==> src/rtl/line_sensor_dip_locator_defines.svh <==
// assertion macros for the dip locator
// no dependencies
`ifndef LINE_SENSOR_DIP_LOCATOR_DEFINES_SVH
`define LINE_SENSOR_DIP_LOCATOR_DEFINES_SVH
`define LSDL_ASSERT_IMPL(lbl, clk, rstn, a, c) \
  lbl: assert property (@(posedge clk) disable iff (!rstn) (a) |-> (c)) else $error("lsdl check");
`define LSDL_ASSERT_NEXT(lbl, clk, rstn, a, c) \
  lbl: assert property (@(posedge clk) disable iff (!rstn) (a) |=> (c)) else $error("lsdl check");
`endif

==> src/rtl/lsdl_pkg.sv <==
// types and constants for the dip locator
// no dependencies
package lsdl_pkg;
  localparam int MaxPixels = 2048;
  localparam int MaxFrames = 64;
  localparam logic [18:0] PosMax = 19'h7FFFF;

  localparam logic [2:0] CfgFrameCount = 3'd0;
  localparam logic [2:0] CfgLineLength = 3'd1;
  localparam logic [2:0] CfgWinStart   = 3'd2;
  localparam logic [2:0] CfgWinEnd     = 3'd3;
  localparam logic [2:0] CfgAlarmLow   = 3'd4;
  localparam logic [2:0] CfgAlarmHigh  = 3'd5;

  typedef enum logic [3:0] {
    ST_ACC, ST_DIV_RD, ST_DIV_WAIT, ST_DIV, ST_DIV_WR, ST_SCAN_RD, ST_SCAN_WAIT,
    ST_SCAN, ST_FIT_RD, ST_FIT_WAIT, ST_FIT_GET, ST_FIT_DIV, ST_OUT, ST_CLEAR
  } state_t;

  typedef struct packed {
    logic start;
    logic busy;
  } div_ctl_t;
endpackage

==> src/rtl/lsdl_divider.sv <==
// shared restoring divider, one quotient bit per cycle
// depends on lsdl_pkg for the control struct
module lsdl_divider #(
  parameter int W = 40
) (
  input  logic         clk,
  input  logic         rst_n,
  input  logic         start,
  input  logic [W-1:0] dividend,
  input  logic [W-1:0] divisor,
  output logic [W-1:0] quotient,
  output lsdl_pkg::div_ctl_t status
);
  localparam int CW = $clog2(W + 1);
  logic [W-1:0] q_r, q_nxt, r_r, r_nxt, d_r, d_nxt;
  logic [CW-1:0] cnt_r, cnt_nxt;
  logic busy_r, busy_nxt;
  logic [W:0] trial;

  always_comb begin
    q_nxt = q_r;
    r_nxt = r_r;
    d_nxt = d_r;
    cnt_nxt = cnt_r;
    busy_nxt = busy_r;
    trial = {r_r, q_r[W-1]} - {1'b0, d_r};
    if (start) begin
      q_nxt = dividend;
      r_nxt = '0;
      d_nxt = divisor;
      cnt_nxt = CW'(W);
      busy_nxt = 1'b1;
    end else if (busy_r) begin
      if (!trial[W]) begin
        r_nxt = trial[W-1:0];
        q_nxt = {q_r[W-2:0], 1'b1};
      end else begin
        r_nxt = {r_r[W-2:0], q_r[W-1]};
        q_nxt = {q_r[W-2:0], 1'b0};
      end
      cnt_nxt = cnt_r - 1'b1;
      if (cnt_r == CW'(1)) busy_nxt = 1'b0;
    end
  end

  always_ff @(posedge clk) begin
    if (!rst_n) begin
      busy_r <= 1'b0;
      cnt_r <= '0;
    end else begin
      busy_r <= busy_nxt;
      cnt_r <= cnt_nxt;
    end
    q_r <= q_nxt;
    r_r <= r_nxt;
    d_r <= d_nxt;
  end

  assign quotient = q_r;
  assign status.start = start;
  assign status.busy = busy_r;
endmodule

==> config.mk <==
export PLATFORM = sky130hd
export DESIGN_NAME = lsdl_divider
export DESIGN_NICKNAME = d
export VERILOG_FILES = /design/src/rtl/line_sensor_dip_locator_defines.svh /design/src/rtl/lsdl_pkg.sv /design/src/rtl/lsdl_divider.sv
export SDC_FILE = /design/constraint.sdc
export NUM_CORES = 1
export LEC_CHECK = 0
export ABC_CLOCK_PERIOD_IN_PS = 5200
export CAP_MARGIN = 10
export CELL_PAD_IN_SITES_DETAIL_PLACEMENT = 0
export CELL_PAD_IN_SITES_GLOBAL_PLACEMENT = 1
export CORE_MARGIN = 2
export CORE_UTILIZATION = 35
export DETAILED_ROUTE_END_ITERATION = 8
export DONT_BUFFER_PORTS = 1
export GPL_TIMING_DRIVEN = 0
export PLACE_DENSITY = 0.67
export REMOVE_ABC_BUFFERS = 1
export SYNTH_ARGS = -nofsm -noshare
export SYNTH_HDL_FRONTEND = slang
export SYNTH_SLANG_ARGS = --single-unit
==> constraint.sdc <==
create_clock -name clk -period 5.2 [get_ports clk]
set_input_delay 1.3 -clock clk [delete_from_list [all_inputs] [get_ports clk]]
set_output_delay 1.3 -clock clk [all_outputs]
set_load 0.05 [all_outputs]
; Word-level counts from Yosys, hierarchy flattened
; Cells that the tools add are included.
[totals]
out_inout_bits = 42
in_bits = 83
elab_cells = 21
register_bits = 127
[classes]
add_sub_neg = 2
eq_ne = 1
muxes = 9
bitwise_logic = 1
n_reduce_logical = 2
[op_table]
columns = op, n
row1 = $mux W40, 3
row2 = $sub A41 B40 Y41, 1
row3 = $mux W6, 2
row4 = $eq A6 B1 Y1 const B, 1
row5 = $sub A6 B1 Y6 const B, 1
row6 = $mux W1, 4
row7 = $reduce_bool A2 Y1, 1
row8 = $reduce_or A2 Y1, 1
row9 = $not A1 Y1, 1

; Longest topological paths before layout
[depth]
depth_word = 4
ltp_mapped = 14
ltp_nobuf = 13

; Least setup slack after synthesis
; Ideal clock, no wire load.
[synth_timing]
path_type = register to register
from = register q_r[39] (netlist: quotient[39])
to = register r_r[21]
setup_time_ns = 0.124
stages_incl_launch_ff = 15
t_arrival_ns = 3.232
required_time_ns = 5.076
path_slack_ns = 1.844
n_path_buf = 1
path_cell_list = edfxtp_1 inv_1 ha_1 inv_1 fa_1 a211oi_1 o211ai_1 a211o_1 a21oi_1 o211a_1 o41a_4 xnor2_4 buf_4 mux2i_1 o21ai_1
[synth_via]
elab_chain_cells = 2
[synth_lines]
columns = element, line
row1 = start: declaration, lsdl_divider.sv:15  ; logic [W-1:0] q_r, q_nxt, r_r, r_nxt, d_r, d_nxt;
row2 = start signal: assignment, lsdl_divider.sv:54  ; q_r <= q_nxt;
row3 = $sub A41 B40 Y41, lsdl_divider.sv:26  ; trial = {r_r, q_r[W-1]} - {1'b0, d_r};
row4 = $mux W40, lsdl_divider.sv:34  ; if (!trial[W]) begin
row5 = end signal: assignment, lsdl_divider.sv:55  ; r_r <= r_nxt;
row6 = end: declaration, lsdl_divider.sv:15
; Every way passes these cells.
; A chain may end at the register's enable or synchronous reset.

; Worst setup path in the final report
[layout_timing]
from = register q_r[39] (netlist: quotient[39])
to = register r_r[32]
; Same word-level chain as after synthesis.

==> results by group <==
Outcome
  – Status: finished clean

CTS
  – Hold_buf cts: 0
  – Deepest clock path buffer count: 2
  – Clk sinks: 127
  – Htree depth: 4
  – CTS tree: built
  – Post-CTS setup buffer count: 0
  – CTS root buffer: clkbuf_16
  – Post_cts resized: 0
  – Worst skew pair latency: 0.42 ns
  – CTS buffer count: 17
  – Worst-path clk slew: 0.07 ns

Place
  – Placer Congestion: 0.8481
  – Dpl ws: 0.9423 ns
  – IO Port Bufs: 0
  – Total instance count after detailed placement: 959
  – DP Wirelength: 11720 µm

STA
  – Worst slew pin tran: 0.9123 ns
  – Clock Skews: 0.01871 ns
  – Fin Setup TNS: 0 ns
  – Count of final setup violators: 0
  – Final hold vios: 0
  – Pins Over Slew Limit: 0
  – Max_slew headroom: 38.96%
  – Post-route worst setup slack: 0.9189 ns
  – Min Tclk post-route: 4.281 ns
  – RSZ-0062 raised after global routing: false
  – Fin crit share: 82.33%
  – Fmax: 0.2336 GHz

Yosys
  – Cell variety after synth: 60
  – Post-synth EDFFs: 80
  – Seq/Total Area, Yosys: 45.40%
  – Mapped Area: 0.007363 mm²
  – Syn Area/Cell: 10.31 µm²
  – Synth async-reset ratio: 0%
  – Synth Warn #: 0
  – Largest cells by area after synthesis: edfxtp_1 33%, dfxtp_1 13%, ha_1 7.1%
  – Mapped Cells: 714
  – Cell taking the most area after synthesis: edfxtp_1
  – Top-area cell type share of the netlist area: 32.63%
  – Yosys reg bits: 127
  – Ys flop type: edfxtp_1

Run
  – Max-cap violations: 0

Floorplan
  – Core area: 0.02082 mm²
  – Die ar.: 0.02221 mm²
  – Initial Utilization: 35.36%
  – Die Span X: 149.0 µm
  – I/O Pins: 125
  – Row count: 53
  – Die Ht: 149.0 µm

Global routing
  – GRT Util Overall: 15.45%
  – Initial antenna violation count: 1
  – Met1 usage: 19.38%
  – GR Overflow Total: 0
  – First-pass GRT wire length: 27140 µm
  – Largest net degree at the start of global routing: 126
  – Busiest grt layer: met2
  – M3 GR Usage: 6.055%
  – GR Util met2: 24.45%
  – Vias in the first global route: 5388

Finish
  – Net count, final: 829
  – Share of cells above drive strength 1: 11.19%
  – # fillers: 2118
  – Post-layout util: 39.29%
  – Area grow syn2layout: 11.11%
  – Most common cell after layout, fill and taps aside: edfxtp_1
  – Ant diodes: 0
  – Most frequent cells in the layout: 80 x edfxtp_1, 52 x nand2_1, 52 x a21oi_1
  – Layout Cells excl Fill: 990
  – Multi-input gate area: 0.003664 mm²
  – Register area: 0.003347 mm²

Worst setup path
  – Startpoint Class: register
  – CP startpoint: quotient[39]
  – Crit Path Class: register to register
  – Critical path arrival: 4.55 ns
  – Req. time, crit path: 5.47 ns
  – CP Max Fanout: 21
  – Worst path max stage delay: 0.62 ns
  – Crit path max-delay cell type: edfxtp_1
  – Reg-to-reg startpoint: quotient[39]
  – Critical Path, Cell by Cell: inv_1, ha_1, inv_1, fa_1, a211oi_1, o211ai_1, a211o_1, a21oi_1, o211a_1, o41a_4, xnor2_4, buf_16, buf_12, mux2i_1, a211oi_1
  – CP Capture Type: register

Route
  – Vias per Instance: 5.233
  – DRT iter0 DRCs: 279
  – Vias: 5181
  – DRT Pass-1 Iters: 5
  – Drt drc: 0
  – Antenna-violating nets left: 0
  – Wire length per cell: 16.67 µm
  – Routed WL: 16510 µm

Power and ir drop
  – Total Power: 2980 µW
  – Power Density: 364.2 mW/mm²
  – Max IR drop VDD: 0.1856 mV
  – Leak: 0.003091 µW

Worst hold path
  – Min-delay src: r_r[34]
  – Hold Path Class: register to register
cell families after synthesis:
| family | after synthesis | synth area share [%] |
|---|---|---|
| and+or+nand+nor | 167 | 10.62 |
| adders and majority gates | 43 | 7.409 |
| muxes | 75 | 10.86 |
| xor gates and xnor gates | 42 | 5.251 |
| AOI/OAI and AO/OA | 176 | 15.62 |
| DFF | 127 | 45.40 |
| buffers and inverters | 84 | 4.843 |
stage by stage:
| stage | cell area (µm²) | hold slack (ns) |
|---|---|---|
| 4_1_cts | 8182 | 0.4764 |
| 6_report | 8182 | 0.4722 |
| 3_3_place_gp | 7542 | 0.4580 |
| 5_1_grt | 8182 | 0.5021 |
| 2_1_floorplan | 7198 | 0.4451 |
| 3_5_place_dp | 7621 | 0.4643 |
synthesized netlist by cell type, drive strengths merged, types with 3 or more instances:
cell type and number:
xor2 17, mux2 39, a211oi 32, nor3b 3
o21a 7, nor4 3, o31ai 4, nand4 8
a21o 12, clkbuf 21, inv 51, dfxtp 47
o211ai 8, o21ai 28, nand3 8, mux2i 36
ha 42, nor3 11, nand2 52, or3 5
buf 12, nor2 51, nand2b 5, nor2b 6
and3 5, a31oi 9, a21oi 53, xnor2 25
edfxtp 80
report_power, final:
group	switching (µW)	internal [µW]
sequential	182	1170
combinational	266	212
clock	482	667
per-layer routing:
layer / share of wire, % / routed length (µm)
met1: 45 / 7426
met3: 8.0 / 1321
met2: 46 / 7521
met4: 1.4 / 235
met5: 0 / 0
final cells by class:
type                            count  share of cell area [%]
Clock buffer                       18                   5.245
Inverter                           51                   2.340
Sequential cell                   127                   40.91
Clock inverter                     13                   1.606
Tap cell                          275                   4.206
Timing Repair Buffer                3                  0.9176
Multi-Input combinational cell    503                   44.78
path summary, 6_finish.rpt:
check | to | slack (ns) | depth (start not counted)
hold / removal | r_r[34] | 0.47 | 2
hold reg to reg | r_r[34] | 0.47 | 2
setup reg to reg | r_r[32] | 0.92 | 15
setup / recovery | r_r[32] | 0.92 | 15
critical path, delay by kind of cell (launching register included):
family / cells / cell delay [ns]
muxes: 1 / 0.27
xor gates and xnor gates: 1 / 0.22
AOI/OAI and AO/OA: 7 / 1.75
buffers and inverters: 4 / 0.63
DFF: 1 / 0.62
adders and majority gates: 2 / 0.61
sequential cells by signal, indices dropped and copies added, names as in the netlist:
name      flops
quotient     40
d_r          40
busy_r        1
cnt_r         6
r_r          40
Power figures use the tool's default switching activity.
